===== src/rtl/nrmc_pkg.sv =====
`timescale 1ns / 1ps

package nrmc_pkg;

  localparam int POSITION_CHARS = 12;
  localparam int STAMP_CHARS    = 8;
  localparam int STAMP_BITS     = STAMP_CHARS * 8;
  localparam int REPORT_BITS    = 128;

  localparam logic [7:0] CH_DOLLAR = 8'h24;
  localparam logic [7:0] CH_G      = 8'h47;
  localparam logic [7:0] CH_P      = 8'h50;
  localparam logic [7:0] CH_R      = 8'h52;
  localparam logic [7:0] CH_M      = 8'h4D;
  localparam logic [7:0] CH_C      = 8'h43;
  localparam logic [7:0] CH_COMMA  = 8'h2C;
  localparam logic [7:0] CH_A      = 8'h41;
  localparam logic [7:0] CH_N      = 8'h4E;
  localparam logic [7:0] CH_S      = 8'h53;
  localparam logic [7:0] CH_E      = 8'h45;
  localparam logic [7:0] CH_W      = 8'h57;
  localparam logic [7:0] CH_COLON  = 8'h3A;
  localparam logic [7:0] CH_DASH   = 8'h2D;

  localparam logic [2:0] HDR_LEN = 3'd6;

  localparam logic [3:0] FLD_TIME   = 4'd1;
  localparam logic [3:0] FLD_STATUS = 4'd2;
  localparam logic [3:0] FLD_LAT    = 4'd3;
  localparam logic [3:0] FLD_NS     = 4'd4;
  localparam logic [3:0] FLD_LONG   = 4'd5;
  localparam logic [3:0] FLD_EW     = 4'd6;
  localparam logic [3:0] FLD_DATE   = 4'd9;

  typedef enum logic [2:0] {
    KIND_TIME      = 3'd0,
    KIND_DATE      = 3'd1,
    KIND_LAT       = 3'd2,
    KIND_LONG      = 3'd3,
    KIND_LAST_LAT  = 3'd4,
    KIND_LAST_LONG = 3'd5
  } item_kind_e;

  typedef struct packed {
    logic [STAMP_BITS-1:0] text;
    logic [3:0]            pos;
  } stamp_res_t;

  function automatic logic [3:0] sat15(input logic [3:0] v);
    return (v == 4'hF) ? v : v + 4'd1;
  endfunction

  function automatic logic [7:0] hdr_char(input logic [2:0] idx);
    logic [7:0] c;
    case (idx)
      3'd0: c = CH_DOLLAR;
      3'd1: c = CH_G;
      3'd2: c = CH_P;
      3'd3: c = CH_R;
      3'd4: c = CH_M;
      3'd5: c = CH_C;
      default: c = 8'h00;
    endcase
    return c;
  endfunction

  // hh:mm:ss / dd-mm-yy, separator inserted after two and five characters
  function automatic stamp_res_t stamp_char(input logic [STAMP_BITS-1:0] t,
                                            input logic [3:0] p,
                                            input logic [7:0] c,
                                            input logic [7:0] sep);
    stamp_res_t r;
    logic [3:0] n;
    r.text = t;
    if (p < 4'd8) begin
      r.text[{p[2:0], 3'b000} +: 8] = c;
    end
    n = sat15(p);
    if (n == 4'd2 || n == 4'd5) begin
      r.text[{n[2:0], 3'b000} +: 8] = sep;
      n = sat15(n);
    end
    r.pos = n;
    return r;
  endfunction

endpackage


===== src/rtl/nrmc_in_if.sv =====
`timescale 1ns / 1ps

interface nrmc_in_if;
  logic       valid;
  logic       ready;
  logic [7:0] rx_byte;
  logic       burst_end;

  modport source (output valid, output rx_byte, output burst_end, input ready);
  modport sink   (input valid, input rx_byte, input burst_end, output ready);
endinterface


===== src/rtl/nrmc_out_if.sv =====
`timescale 1ns / 1ps

interface nrmc_out_if;
  logic        valid;
  logic        ready;
  logic [2:0]  item_kind;
  logic [63:0] text_low;
  logic [31:0] text_high;
  logic        fix_valid;
  logic        sentence_found;
  logic        last_item;

  modport source (output valid, output item_kind, output text_low, output text_high,
                  output fix_valid, output sentence_found, output last_item,
                  input ready);
  modport sink   (input valid, input item_kind, input text_low, input text_high,
                  input fix_valid, input sentence_found, input last_item,
                  output ready);
endinterface


===== src/rtl/nmea_rmc_field_parser.sv =====
`timescale 1ns / 1ps

// Timing: each byte is parsed on transfer; a burst-end byte puts the first of six
// report items on the output in the next cycle, one item per cycle while the sink is ready.
// Throughput: one byte per cycle; after a burst-end byte, input waits until the sixth report
// item transfers (input is taken again in that same cycle).
// Reset: asynchronous active low; clears parser state and all text stores to zero (report snapshot is not reset).
module nmea_rmc_field_parser #(
  parameter int POSITION_CHARS = nrmc_pkg::POSITION_CHARS
) (
  input  logic       clk_i,
  input  logic       rst_ni,
  nrmc_in_if.sink    rx_i,
  nrmc_out_if.source rpt_o
);

  localparam int PosBits = POSITION_CHARS * 8;
  localparam int StBits  = nrmc_pkg::STAMP_BITS;

  logic [2:0]         hdr_q,   hdr_d;
  logic               insent_q, insent_d;
  logic [3:0]         field_q, field_d;
  logic [3:0]         pos_q,   pos_d;
  logic               fix_q,   fix_d;
  logic [StBits-1:0]  time_q,  time_d;
  logic [StBits-1:0]  date_q,  date_d;
  logic [PosBits-1:0] lat_q,   lat_d;
  logic [PosBits-1:0] long_q,  long_d;
  logic [PosBits-1:0] llat_q,  llat_d;
  logic [PosBits-1:0] llong_q, llong_d;

  logic                 busy_q, busy_d;
  nrmc_pkg::item_kind_e idx_q, idx_d;
  logic [63:0]          rpt_low_q  [6];
  logic [31:0]          rpt_high_q [4];
  logic                 rpt_fix_q, rpt_found_q;

  logic in_fire, out_fire, out_done;
  logic found_d;

  assign out_fire = busy_q && rpt_o.ready;
  assign out_done = out_fire && (idx_q == nrmc_pkg::KIND_LAST_LONG);
  assign rx_i.ready = !busy_q || out_done;
  assign in_fire = rx_i.valid && rx_i.ready;

  // byte parser and burst commit
  always_comb begin
    logic [7:0]           c;
    logic [3:0]           np;
    nrmc_pkg::stamp_res_t sr;
    logic                 commit;
    c       = rx_i.rx_byte;
    np      = 4'd0;
    sr      = '0;
    commit  = 1'b0;
    hdr_d   = hdr_q;
    insent_d = insent_q;
    field_d = field_q;
    pos_d   = pos_q;
    fix_d   = fix_q;
    time_d  = time_q;
    date_d  = date_q;
    lat_d   = lat_q;
    long_d  = long_q;
    llat_d  = llat_q;
    llong_d = llong_q;
    if (in_fire) begin
      if (!insent_q) begin
        if (c == nrmc_pkg::CH_DOLLAR) begin
          hdr_d = 3'd1;
        end else if (hdr_q != 3'd0 && hdr_q < nrmc_pkg::HDR_LEN &&
                     c == nrmc_pkg::hdr_char(hdr_q)) begin
          if (hdr_q == nrmc_pkg::HDR_LEN - 3'd1) begin
            insent_d = 1'b1;
            field_d  = 4'd0;
            pos_d    = 4'd0;
            hdr_d    = 3'd0;
          end else begin
            hdr_d = hdr_q + 3'd1;
          end
        end else begin
          hdr_d = 3'd0;
        end
      end else if (c == nrmc_pkg::CH_COMMA) begin
        field_d = nrmc_pkg::sat15(field_q);
        pos_d   = 4'd0;
      end else begin
        np = nrmc_pkg::sat15(pos_q);
        case (field_q)
          nrmc_pkg::FLD_TIME: begin
            sr     = nrmc_pkg::stamp_char(time_q, pos_q, c, nrmc_pkg::CH_COLON);
            time_d = sr.text;
            pos_d  = sr.pos;
          end
          nrmc_pkg::FLD_DATE: begin
            sr     = nrmc_pkg::stamp_char(date_q, pos_q, c, nrmc_pkg::CH_DASH);
            date_d = sr.text;
            pos_d  = sr.pos;
          end
          nrmc_pkg::FLD_STATUS: fix_d = (c == nrmc_pkg::CH_A);
          nrmc_pkg::FLD_LAT: begin
            if (np != pos_q && int'(np) < POSITION_CHARS) begin
              lat_d[{np, 3'b000} +: 8] = c;
            end
            pos_d = np;
          end
          nrmc_pkg::FLD_LONG: begin
            if (np != pos_q && int'(np) < POSITION_CHARS) begin
              long_d[{np, 3'b000} +: 8] = c;
            end
            pos_d = np;
          end
          nrmc_pkg::FLD_NS: begin
            if (c == nrmc_pkg::CH_N || c == nrmc_pkg::CH_S) begin
              lat_d[7:0] = c;
            end
          end
          nrmc_pkg::FLD_EW: begin
            if (c == nrmc_pkg::CH_E || c == nrmc_pkg::CH_W) begin
              long_d[7:0] = c;
            end
          end
          default: ;
        endcase
      end
      commit = rx_i.burst_end;
    end
    found_d = insent_d;
    if (commit) begin
      if (insent_d && fix_d) begin
        llat_d  = lat_d;
        llong_d = long_d;
      end
      hdr_d    = 3'd0;
      insent_d = 1'b0;
      field_d  = 4'd0;
      pos_d    = 4'd0;
    end
  end

  always_ff @(posedge clk_i or negedge rst_ni) begin
    if (!rst_ni) begin
      hdr_q    <= 3'd0;
      insent_q <= 1'b0;
      field_q  <= 4'd0;
      pos_q    <= 4'd0;
      fix_q    <= 1'b0;
      time_q   <= '0;
      date_q   <= '0;
      lat_q    <= '0;
      long_q   <= '0;
      llat_q   <= '0;
      llong_q  <= '0;
    end else begin
      hdr_q    <= hdr_d;
      insent_q <= insent_d;
      field_q  <= field_d;
      pos_q    <= pos_d;
      fix_q    <= fix_d;
      time_q   <= time_d;
      date_q   <= date_d;
      lat_q    <= lat_d;
      long_q   <= long_d;
      llat_q   <= llat_d;
      llong_q  <= llong_d;
    end
  end

  // report control
  always_comb begin
    busy_d = busy_q;
    idx_d  = idx_q;
    if (out_fire) begin
      if (out_done) begin
        busy_d = 1'b0;
      end else begin
        idx_d = nrmc_pkg::item_kind_e'(idx_q + 3'd1);
      end
    end
    if (in_fire && rx_i.burst_end) begin
      busy_d = 1'b1;
      idx_d  = nrmc_pkg::KIND_TIME;
    end
  end

  always_ff @(posedge clk_i or negedge rst_ni) begin
    if (!rst_ni) begin
      busy_q <= 1'b0;
      idx_q  <= nrmc_pkg::KIND_TIME;
    end else begin
      busy_q <= busy_d;
      idx_q  <= idx_d;
    end
  end

  // report snapshot; positions past the store read as zero
  logic [nrmc_pkg::REPORT_BITS-1:0] lat_x, long_x, llat_x, llong_x;
  assign lat_x   = nrmc_pkg::REPORT_BITS'(lat_d);
  assign long_x  = nrmc_pkg::REPORT_BITS'(long_d);
  assign llat_x  = nrmc_pkg::REPORT_BITS'(llat_d);
  assign llong_x = nrmc_pkg::REPORT_BITS'(llong_d);

  always_ff @(posedge clk_i) begin
    if (in_fire && rx_i.burst_end) begin
      rpt_low_q[0]  <= time_d;
      rpt_low_q[1]  <= date_d;
      rpt_low_q[2]  <= lat_x[63:0];
      rpt_low_q[3]  <= long_x[63:0];
      rpt_low_q[4]  <= llat_x[63:0];
      rpt_low_q[5]  <= llong_x[63:0];
      rpt_high_q[0] <= lat_x[95:64];
      rpt_high_q[1] <= long_x[95:64];
      rpt_high_q[2] <= llat_x[95:64];
      rpt_high_q[3] <= llong_x[95:64];
      rpt_fix_q     <= fix_d;
      rpt_found_q   <= found_d;
    end
  end

  always_comb begin
    rpt_o.text_low  = rpt_low_q[0];
    rpt_o.text_high = 32'd0;
    case (idx_q)
      nrmc_pkg::KIND_TIME:      rpt_o.text_low = rpt_low_q[0];
      nrmc_pkg::KIND_DATE:      rpt_o.text_low = rpt_low_q[1];
      nrmc_pkg::KIND_LAT: begin
        rpt_o.text_low  = rpt_low_q[2];
        rpt_o.text_high = rpt_high_q[0];
      end
      nrmc_pkg::KIND_LONG: begin
        rpt_o.text_low  = rpt_low_q[3];
        rpt_o.text_high = rpt_high_q[1];
      end
      nrmc_pkg::KIND_LAST_LAT: begin
        rpt_o.text_low  = rpt_low_q[4];
        rpt_o.text_high = rpt_high_q[2];
      end
      nrmc_pkg::KIND_LAST_LONG: begin
        rpt_o.text_low  = rpt_low_q[5];
        rpt_o.text_high = rpt_high_q[3];
      end
      default: ;
    endcase
  end

  assign rpt_o.valid          = busy_q;
  assign rpt_o.item_kind      = idx_q;
  assign rpt_o.fix_valid      = rpt_fix_q;
  assign rpt_o.sentence_found = rpt_found_q;
  assign rpt_o.last_item      = (idx_q == nrmc_pkg::KIND_LAST_LONG);

endmodule


===== src/flat_wrapper.sv =====
// flat-port wrapper written by rule: the top's interface ports become plain ports
module nmea_rmc_field_parser_flat 
#(
  parameter int POSITION_CHARS = nrmc_pkg::POSITION_CHARS
)
  (clk_i, rst_ni, rx_i_valid, rx_i_rx_byte, rx_i_burst_end, rx_i_ready, rpt_o_valid, rpt_o_item_kind, rpt_o_text_low, rpt_o_text_high, rpt_o_fix_valid, rpt_o_sentence_found, rpt_o_last_item, rpt_o_ready);
  nrmc_in_if rx_i_i ();
  nrmc_out_if rpt_o_i ();
  input  logic clk_i;
  input  logic rst_ni;
  input wire logic [$bits(rx_i_i.valid)-1:0] rx_i_valid;
  input wire logic [$bits(rx_i_i.rx_byte)-1:0] rx_i_rx_byte;
  input wire logic [$bits(rx_i_i.burst_end)-1:0] rx_i_burst_end;
  output wire logic [$bits(rx_i_i.ready)-1:0] rx_i_ready;
  output wire logic [$bits(rpt_o_i.valid)-1:0] rpt_o_valid;
  output wire logic [$bits(rpt_o_i.item_kind)-1:0] rpt_o_item_kind;
  output wire logic [$bits(rpt_o_i.text_low)-1:0] rpt_o_text_low;
  output wire logic [$bits(rpt_o_i.text_high)-1:0] rpt_o_text_high;
  output wire logic [$bits(rpt_o_i.fix_valid)-1:0] rpt_o_fix_valid;
  output wire logic [$bits(rpt_o_i.sentence_found)-1:0] rpt_o_sentence_found;
  output wire logic [$bits(rpt_o_i.last_item)-1:0] rpt_o_last_item;
  input wire logic [$bits(rpt_o_i.ready)-1:0] rpt_o_ready;
  assign rx_i_i.valid = rx_i_valid;
  assign rx_i_i.rx_byte = rx_i_rx_byte;
  assign rx_i_i.burst_end = rx_i_burst_end;
  assign rx_i_ready = rx_i_i.ready;
  assign rpt_o_valid = rpt_o_i.valid;
  assign rpt_o_item_kind = rpt_o_i.item_kind;
  assign rpt_o_text_low = rpt_o_i.text_low;
  assign rpt_o_text_high = rpt_o_i.text_high;
  assign rpt_o_fix_valid = rpt_o_i.fix_valid;
  assign rpt_o_sentence_found = rpt_o_i.sentence_found;
  assign rpt_o_last_item = rpt_o_i.last_item;
  assign rpt_o_i.ready = rpt_o_ready;
  nmea_rmc_field_parser #(.POSITION_CHARS(POSITION_CHARS)) u_core (.clk_i(clk_i), .rst_ni(rst_ni), .rx_i(rx_i_i), .rpt_o(rpt_o_i));
endmodule

===== config.mk =====
export PLATFORM = sky130hd
export DESIGN_NAME = nmea_rmc_field_parser_flat
export DESIGN_NICKNAME = d
export VERILOG_FILES = /design/src/rtl/nrmc_pkg.sv /design/src/rtl/nrmc_in_if.sv /design/src/rtl/nrmc_out_if.sv /design/src/rtl/nmea_rmc_field_parser.sv /design/src/flat_wrapper.sv
export SDC_FILE = /design/constraint.sdc
export NUM_CORES = 1
export LEC_CHECK = 0
export BUFFER_PORTS_ARGS = -buffer_cell sky130_fd_sc_hd__buf_2
export CAP_MARGIN = 20
export CORE_MARGIN = 10
export CORE_UTILIZATION = 56
export CTS_CLUSTER_DIAMETER = 50
export DETAILED_ROUTE_END_ITERATION = 10
export HOLD_SLACK_MARGIN = 0.06
export PLACE_DENSITY_LB_ADDON = 0.12
export SLEW_MARGIN = 40
export SYNTH_ARGS = -nofsm -noshare
export SYNTH_HDL_FRONTEND = slang
export SYNTH_SLANG_ARGS = --single-unit

===== constraint.sdc =====
create_clock -name clk_i -period 12.35 [get_ports clk_i]
set_input_delay 0.6175 -clock clk_i [delete_from_list [all_inputs] [get_ports clk_i]]
set_output_delay 0.6175 -clock clk_i [all_outputs]
set_load 0.01 [all_outputs]

## Word level (Yosys, flattened, before mapping)

Memories as Yosys holds them, arrays and structs flattened.
Index checks and enable logic that the tools add are counted.

| operators by class | value |
|---|---|
| add/sub/neg operators | 8 |
| $mul | 0 |
| div/mod/pow operators | 0 |
| order comparisons | 3 |
| equality and inequality tests | 37 |
| shift-type cells | 7 |
| multiplexer cells | 91 |
| bitwise logic cells | 0 |
| reduce and logical (&&, ||, !) cells | 27 |

Operators with widths:

| kind | count |
|---|---|
| 2-to-1 mux 64 bit | 20 |
| 2-to-1 mux 96 bit | 12 |
| one-hot mux 64 bit (5 select lines) | 1 |
| bitwise mux 64 bit | 4 |
| bitwise mux 96 bit | 2 |
| 2-to-1 mux 88 bit | 2 |
| one-hot mux 32 bit (4 select lines) | 1 |
| variable shift 8 x 8 -> 64 bit (first input constant) | 2 |
| variable part select 8 x 8 -> 64 bit (first input constant) | 2 |
| variable shift 8 x 9 -> 96 bit (first input constant) | 1 |
| variable part select 8 x 9 -> 96 bit | 1 |
| variable part select 8 x 8 -> 64 bit | 1 |
| 2-to-1 mux 4 bit | 15 |
| one-hot mux 7 bit (6 select lines) | 1 |
| equality test 8 x 7 -> 1 bit (second input constant) | 5 |
| 2-to-1 mux 8 bit | 5 |
| one-hot mux 8 bit (2 select lines) | 2 |
| 2-to-1 mux 3 bit | 9 |
| equality test 4 x 3 -> 1 bit (second input constant) | 4 |
| equality test 4 bit (second input constant) | 4 |
| equality test 8 x 6 -> 1 bit (second input constant) | 2 |
| 2-to-1 mux 1 bit | 16 |
| negator 6 -> 8 bit | 2 |
| adder 4 x 1 -> 4 bit (second input constant) | 3 |
| other kinds (26) | 56 |

| word-level totals | value |
|---|---|
| flip-flop bits (word level) | 531 |
| latch bits | 0 |
| memory bits (writable) | 512 |
| bits in read-only memories | 0 |
| input port bits | 13 |
| output and inout port bits | 104 |
| logic and storage cells | 190 |
| memories | 2 |

Memories:

| name | words | width | read ports | clocked after memory_dff | wr ports | line | source |
|---|---|---|---|---|---|---|---|
| u_core.rpt_low_q | 6 | 64 | 6 | 0 | 6 | nmea_rmc_field_parser.sv:34 | `logic [63:0] rpt_low_q [6];` |
| u_core.rpt_high_q | 4 | 32 | 4 | 0 | 4 | nmea_rmc_field_parser.sv:35 | `logic [31:0] rpt_high_q [4];` |

## Logic depth before layout (Yosys ltp)

Gate-level depths: netlist of the first run.

| logic depth | value |
|---|---|
| depth after elaboration | 14 |
| depth in mapped cells | 13 |
| mapped depth without buffers | 11 |

## Worst setup path after synthesis of the first run

Ideal clock, no wire load.

| timing path | value |
|---|---|
| path type | register to register |
| start point | register u_core.idx_q[1], in the netlist u_core.rpt_o.item_kind[1] |
| end point | memory u_core.rpt_high_q[3][8] (data pin) |
| library setup time | 0.267 ns |
| data arrival time | 13.124 ns |
| data required time | 12.083 ns |
| slack | -1.041 ns |
| cell stages (with the launch flop) | 12 |
| buffers on the path | 3 |
| period minus slack after synthesis | 13.391 ns |
| path through | dfrtp_1 -> inv_1 -> ha_1 -> nand3_4 -> nand2_1 -> nand2_1 -> inv_1 -> and3_1 -> buf_4 -> buf_6 -> buf_6 -> mux2_1 |

RTL lines:

| element | line | source |
|---|---|---|
| start: declaration | nmea_rmc_field_parser.sv:33 | `nrmc_pkg::item_kind_e idx_q, idx_d;` |
| start signal: assignment | nmea_rmc_field_parser.sv:189 | `idx_q <= nrmc_pkg::KIND_TIME;` |
| start signal: assignment | nmea_rmc_field_parser.sv:192 | `idx_q <= idx_d;` |
| end: declaration | nmea_rmc_field_parser.sv:35 |  |

==> flow_summary.toml, run 1 <==
[die]
die_height_um = 289.8
num_io_pins = 117
die_w_um = 289.8
start_util_pct = 56.74
coreArea_um2 = 71850
placementRows = 98
dieArea_um2 = 83990

[clock_tree]
clockBufferDepth = 3
path_clk_slew_ns = 0.06
postCtsHoldBufs = 1
cts_root_buf = "clkbuf_16"
cts_tree = "built"
cts_resized = 0
clkLatencyLatePin_ns = 0.67
cts.sinks = 1043
cts_max_level = 3
numCtsBuffers = 108
cts_setup_buffers = 0

[critical_path]
crit_cells = 11
r2r_cells = 11
crit_start = "u_core.hdr_q[0]"
worst_setup_path_end_kind = "flip-flop"
worstPathArrival_ns = 5.36
critical_path.top_delay_family = "simple AND/OR/NAND/NOR gates"
crit_chain = "and2_1, ha_1, nor4_1, a21oi_1, a21oi_1, nor2_1, o41ai_2, and3_4, buf_6, buf_4, mux2_1"
critPathKind = "reg2reg"
worstReg2RegStart = "u_core.hdr_q[0]"
critPathCapture = "u_core.rpt_low_q[5][26]"
crit_path_frequent_cell = "a21oi_1"
slowest_delay_ns = 0.74
crit_fanout = 53
crit_slowest_cell = "buf_4"
critical_path_buf_inv_count = 2
startpoint_type = "flip-flop"
required_ns = 12.74
r2r_slack_ns = 7.38
r2r-end = "u_core.rpt_low_q[5][26]"

[drt]
routed_wirelength_um = 99780
drtIter0Drc = 2336
ant_nets = 0
post-route-drc-count = 0
via_count = 23501
wl_per_cell_um = 26.45
viasPerCell = 6.230
firstDrtPassIters = 8

[sta]
whs_ns = 0.4183
slew_headroom_pct = 40.33
hold_viol = 0
fmax_mhz = 201.3
skew_ns = 0.02854
setup_viol = 0
rsz0062_at_grt = "no"
post-route-min-period_ns = 4.968
drv_slew = 0
fin_setup_tns_ns = 0
fin_crit_sh_pct = 40.23
worst_pin_slew_ns = 0.8884

[power]
p_int_uw = 6398
power_density_nw_per_um2 = 200.5
power_frac_seq_pct = 42.5
cellLeakagePower_uw = 0.01937
p_comb_share_pct = 22.1
pwr-share-clk_pct = 35.4
power_switching_uw = 2855
peakVddDrop_uv = 177.3
swShare_pct = 30.85

[cells_and_area]
fin_cells = 3772
postLayoutCoreUtil_pct = 64.22
n_fill_cell = 5212
final_common_cell = "dfrtp_1"
syn_to_final_growth_pct = 13.20
nNetsFinal = 2759
drive_above_1_share_pct = 24.81
antenna_cells = 0
mostFrequentLayoutCells = "528 x dfrtp_1, 514 x edfxtp_1, 258 x mux2_2"
final_area_um2 = 46150

[yosys]
synth_edf_count = 514
syn_area_um2 = 40770
synth_fp_nets = 2630
syn_area_per_cell_um2 = 15.69
ys.warnings.count = 0
synth_ff_type = "dfrtp_1"
synth-seq-cells = 1043
async_flop_share_pct = 50.72
ys_types = 77
synth.yosys.seq_area_share_pct = 70.33
syn_inst = 2599

[grt]
grt_max_degree = 102
track_usage_pct = 23.29
antenna_found_initial = 1
grt_first_pass_wirelength_um = 152300
first_global_vias = 24409
grt_overflow_total = 0

[min_path]
min_path_type = "in2reg"
holdPathStages = 4

[placed_design]
hpwl_um = 59700
place_area_um2 = 42440
place_inst = 3566
port_buffers = 116
gp_congestion = 0.8640

[run_status]
status = "finished, final reports clean"

[job]
cap_violations = 0
-- power by group through the flow --
stage / registers (uW) / clock network [uW] / logic (uW)
2_1_floorplan: 4020 / 0 / 1090
3_3_place_gp: 3990 / 0 / 2020
3_5_place_dp: 4000 / 0 / 2060
4_1_cts: 3930 / 3330 / 2070
5_1_grt: 3950 / 3490 / 2180
6_report: 3930 / 3280 / 2040
-- worst min-delay path by stage --
stage | startpoint | to
5_1_grt | rx_i_burst_end | u_core.hdr_q[0]
3_3_place_gp | u_core.llat_q[81] | u_core.llat_q[81]
2_1_floorplan | rst_ni | u_core.date_q[0]
6_report | rpt_o_ready | u_core.rpt_o.valid
4_1_cts | rx_i_burst_end | u_core.hdr_q[0]
3_5_place_dp | u_core.llong_q[0] | u_core.llong_q[0]
-- flip-flops by register name, indices dropped and copies added (netlist names), 64 cells and up --
name and flops:
u_core.long_q 96, u_core.llong_q 96, u_core.rpt_high_q 128, u_core.rpt_low_q 384, u_core.lat_q 96, u_core.time_q 64, u_core.date_q 64, u_core.llat_q 96
-- area by class of cell --
| type | instances | area, um2 | share of cell area, % |
|---|---|---|---|
| clock inverters | 53 | 583.1 | 1.263 |
| multi-input cells | 1389 | 11430 | 24.78 |
| repair buffers | 167 | 1124 | 2.435 |
| flip-flops and latches | 1043 | 28680 | 62.14 |
| clock buffers | 151 | 3068 | 6.648 |
| well taps | 950 | 1189 | 2.576 |
| inverters | 19 | 75.07 | 0.1627 |
-- per-layer routing --
| metal | vias to the layer above | track usage (%) | wire length (um) |
|---|---|---|---|
| met2 | 817 | 38.99 | 49490 |
| met5 | - | 0 | 0 |
| met1 | 12396 | 31.16 | 41870 |
| li1 | 10124 | - | - |
| met4 | 0 | 6.798 | 2222 |
| met3 | 164 | 3.691 | 6187 |
-- cell usage after synthesis, types with 6 or more instances --
library cell / n / area, um2
o22a_1: 33 / 289.0
clkbuf_1: 102 / 382.9
a22oi_1: 66 / 495.5
nand2_1: 160 / 600.6
a22o_1: 43 / 376.6
buf_2: 11 / 55.05
mux2_4: 48 / 720.7
nor3_2: 9 / 90.09
inv_1: 16 / 60.06
a21oi_1: 61 / 305.3
o21ai_0: 44 / 220.2
mux2i_1: 21 / 210.2
nor2_1: 132 / 495.5
o2bb2ai_1: 9 / 78.83
and3_1: 16 / 100.1
a31oi_1: 69 / 431.7
buf_6: 26 / 292.8
a222oi_1: 64 / 640.6
edfxtp_1: 514 / 15430
nand3_1: 27 / 135.1
mux2_1: 147 / 1655
nor3_1: 21 / 105.1
and2_1: 39 / 244.0
nor2b_1: 11 / 68.82
dfrtp_1: 529 / 13240
or3_1: 6 / 37.54
mux2_2: 258 / 2905
ha_1: 18 / 225.2
-- worst register-to-register path, delay by kind of cell (launching register included) --
| family | cells | cell delay [ns] |
|---|---|---|
| compound gates | 3 | 0.65 |
| flops | 1 | 0.55 |
| mux | 1 | 0.45 |
| fa+ha+maj | 1 | 0.26 |
| simple gates | 4 | 1.38 |
| buf+inv | 2 | 1.40 |
-- per-stage QoR --
stage                     power [uW]  setup slack (ns)
after floorplan                 5104             2.509
after global placement          6015             6.988
after detailed placement        6057             7.061
after CTS                       9335             7.413
after global routing            9619             7.172
final                           9253             7.382
-- logic make-up (layout without fill, tap and decap cells) --
| logic type | after synthesis | after routing | synth area share, % |
|---|---|---|---|
| flip-flops | 1043 | 1043 | 70.33 |
| AND/OR/NAND/NOR | 467 | 467 | 5.647 |
| buffers and inverters | 167 | 390 | 2.105 |
| multiplexers | 474 | 474 | 13.47 |
| adder cells (fa/ha/maj) | 18 | 18 | 0.5525 |
| XOR/XNOR | 5 | 5 | 0.1259 |
| AO/OA/AOI/OAI | 425 | 425 | 7.765 |
(Power assumes the default switching activity.)
==> run 2: changes to the inputs <==
- clock period: 12.35 -> 4.25 ns (I/O delays scaled with it)
==> run 2 against run 1 <==
Against the previous run: sequential share of layout area decreased by 0.51 points; design area rose by 0.84%; critical endpoint is now rpt_o_text_low[55]; global-route usage is 0.28 points higher; worst setup slack worse by 7.2 ns; final cell count rose by 1.2%.
==> flow_summary.toml, run 2 (same netlist as run 1, synthesis figures left out) <==
[run_status]
status = "finished, final reports clean"

[drt]
routed_wirelength_um = 101100
viasPerCell = 6.167
via_count = 23552
firstDrtPassIters = 5
post-route-drc-count = 0
drtIter0Drc = 2117
wl_per_cell_um = 26.47
ant_nets = 0

[placed_design]
dp_slack_ns = 0.4336
hpwl_um = 61810
place_inst = 3612
port_buffers = 116
gp_congestion = 0.8663

[critical_path]
worst_setup_path_end_kind = "output port"
worstReg2RegStart = "u_core.pos_q[0]"
critPathKind = "reg2out"
crit_fanout = 74
r2r-end = "u_core.rpt_low_q[4][13]"
r2r_cells = 11
worstPathArrival_ns = 3.82
critPathCapture = "rpt_o_text_low[55]"
crit_start = "u_core.rpt_o.item_kind[1]"
startpoint_type = "flip-flop"
required_ns = 4.04
r2r_slack_ns = 0.42

[clock_tree]
clockBufferDepth = 3
path_clk_slew_ns = 0.06
numCtsBuffers = 107
cts_tree = "built"
cts_root_buf = "clkbuf_16"
cts_max_level = 3
cts.sinks = 1043
clkLatencyLatePin_ns = 0.66

[grt]
grt_first_pass_wirelength_um = 153900
use_met3_pct = 3.554
use_met1_pct = 32.20
grt_max_degree = 111
track_usage_pct = 23.57
grt_overflow_total = 0
antenna_found_initial = 0
first_global_vias = 24814
grt.met2_usage_pct = 38.82
grt-busiest-layer = "met2"

[die]
die_height_um = 289.8
placementRows = 98
num_io_pins = 117
dieArea_um2 = 83990
start_util_pct = 56.74
coreArea_um2 = 71850
die_w_um = 289.8

[power]
power_density_nw_per_um2 = 576.3
cellLeakagePower_uw = 0.01957
peakVddDrop_uv = 631.8

[sta]
setup_viol = 0
slew_headroom_pct = 41.34
fmax_mhz = 248.2
whs_ns = 0.05471
rsz0062_at_grt = "no"
drv_slew = 0
hold_viol = 0
fin_ws_ns = 0.2206
post-route-min-period_ns = 4.029
skew_ns = 0.02363
fin_crit_sh_pct = 94.81
worst_pin_slew_ns = 0.8800

[cells_and_area]
antenna_cells = 0
largest-register = "u_core.rpt_low_q"
largestRegisters = "u_core.rpt_low_q x384, u_core.rpt_high_q x128"
syn_to_final_growth_pct = 14.15
drive_above_1_share_pct = 26.11
fin_cells = 3819
largest_reg_flops = 384
seq_area_um2 = 28680
mostFrequentLayoutCells = "527 x dfrtp_1, 514 x edfxtp_1, 258 x mux2_2"
n_fill_cell = 5239
final_common_cell = "dfrtp_1"
multiInputGateArea_um2 = 11430
nNetsFinal = 2811

[min_path]
min_path_type = "in2async"

[job]
cap_violations = 0
==> run 2: per-layer routing <==
metal  share of wire, %  vias up
met5                  0        -
met1                 43    12429
met2                 49      751
li1                   -    10226
met3                5.4      146
met4                2.4        0
==> run 2: report_power, final <==
group | switching [uW] | leakage [uW] | internal, uW
sequential | 182 | 0.0122 | 11200
clock | 3800 | 0.00172 | 5490
combinational | 4240 | 0.00566 | 1930
==> run 2: what timing repair did <==
item                                    4_1_cts  5_1_grt
endpoints found under the setup margin        0        5
endpoints found under the hold margin        98        0
gates resized for setup                       0        1
hold buffers                                  7        0
buffers inserted                              0        0
==> run 2: worst max-delay path, cell delays in order, from the launching register on <==
cell and delay [ns]:
dfrtp_2 0.49, inv_2 0.11, ha_4 0.14, buf_4 0.34
buf_6 0.54, nor3_1 0.16, a21oi_4 0.23, buf_12 0.31
nor2_1 0.08, a31oi_1 0.37, buf_2 0.26
==> run 2: worst min path at each step <==
stage	slack [ns]	cells past startpoint	end	startpoint
after floorplan	-0.08	0	u_core.date_q[0]	rst_ni
after global placement	0.33	1	u_core.llat_q[83]	rst_ni
after detailed placement	0.35	1	u_core.lat_q[83]	rst_ni
after CTS	0.07	4	u_core.insent_q	rx_i_valid
after global routing	0.09	2	u_core.llat_q[83]	rst_ni
final	0.05	2	u_core.lat_q[83]	rst_ni
==> run 2: layout make-up <==
type / instances / area share (%)
clock inverters: 39 / 0.9303
well taps: 950 / 2.554
clock buffers: 159 / 6.673
repair buffers: 220 / 3.487
multi-input cells: 1389 / 24.57
flip-flops and latches: 1043 / 61.63
inverters: 19 / 0.1613
==> run 2: metrics by stage <==
stage                     power (uW)  TNS (ns)  instance area (um2)  util, %
after global placement         17670         0                42720    59.45
after floorplan                14850  -4572.56                40850        -
after detailed placement       17780         0                42860    59.65
after CTS                      27060         0                46470    64.68
after global routing           27890         0                46530    64.76
final                          26820         0                46530    64.76
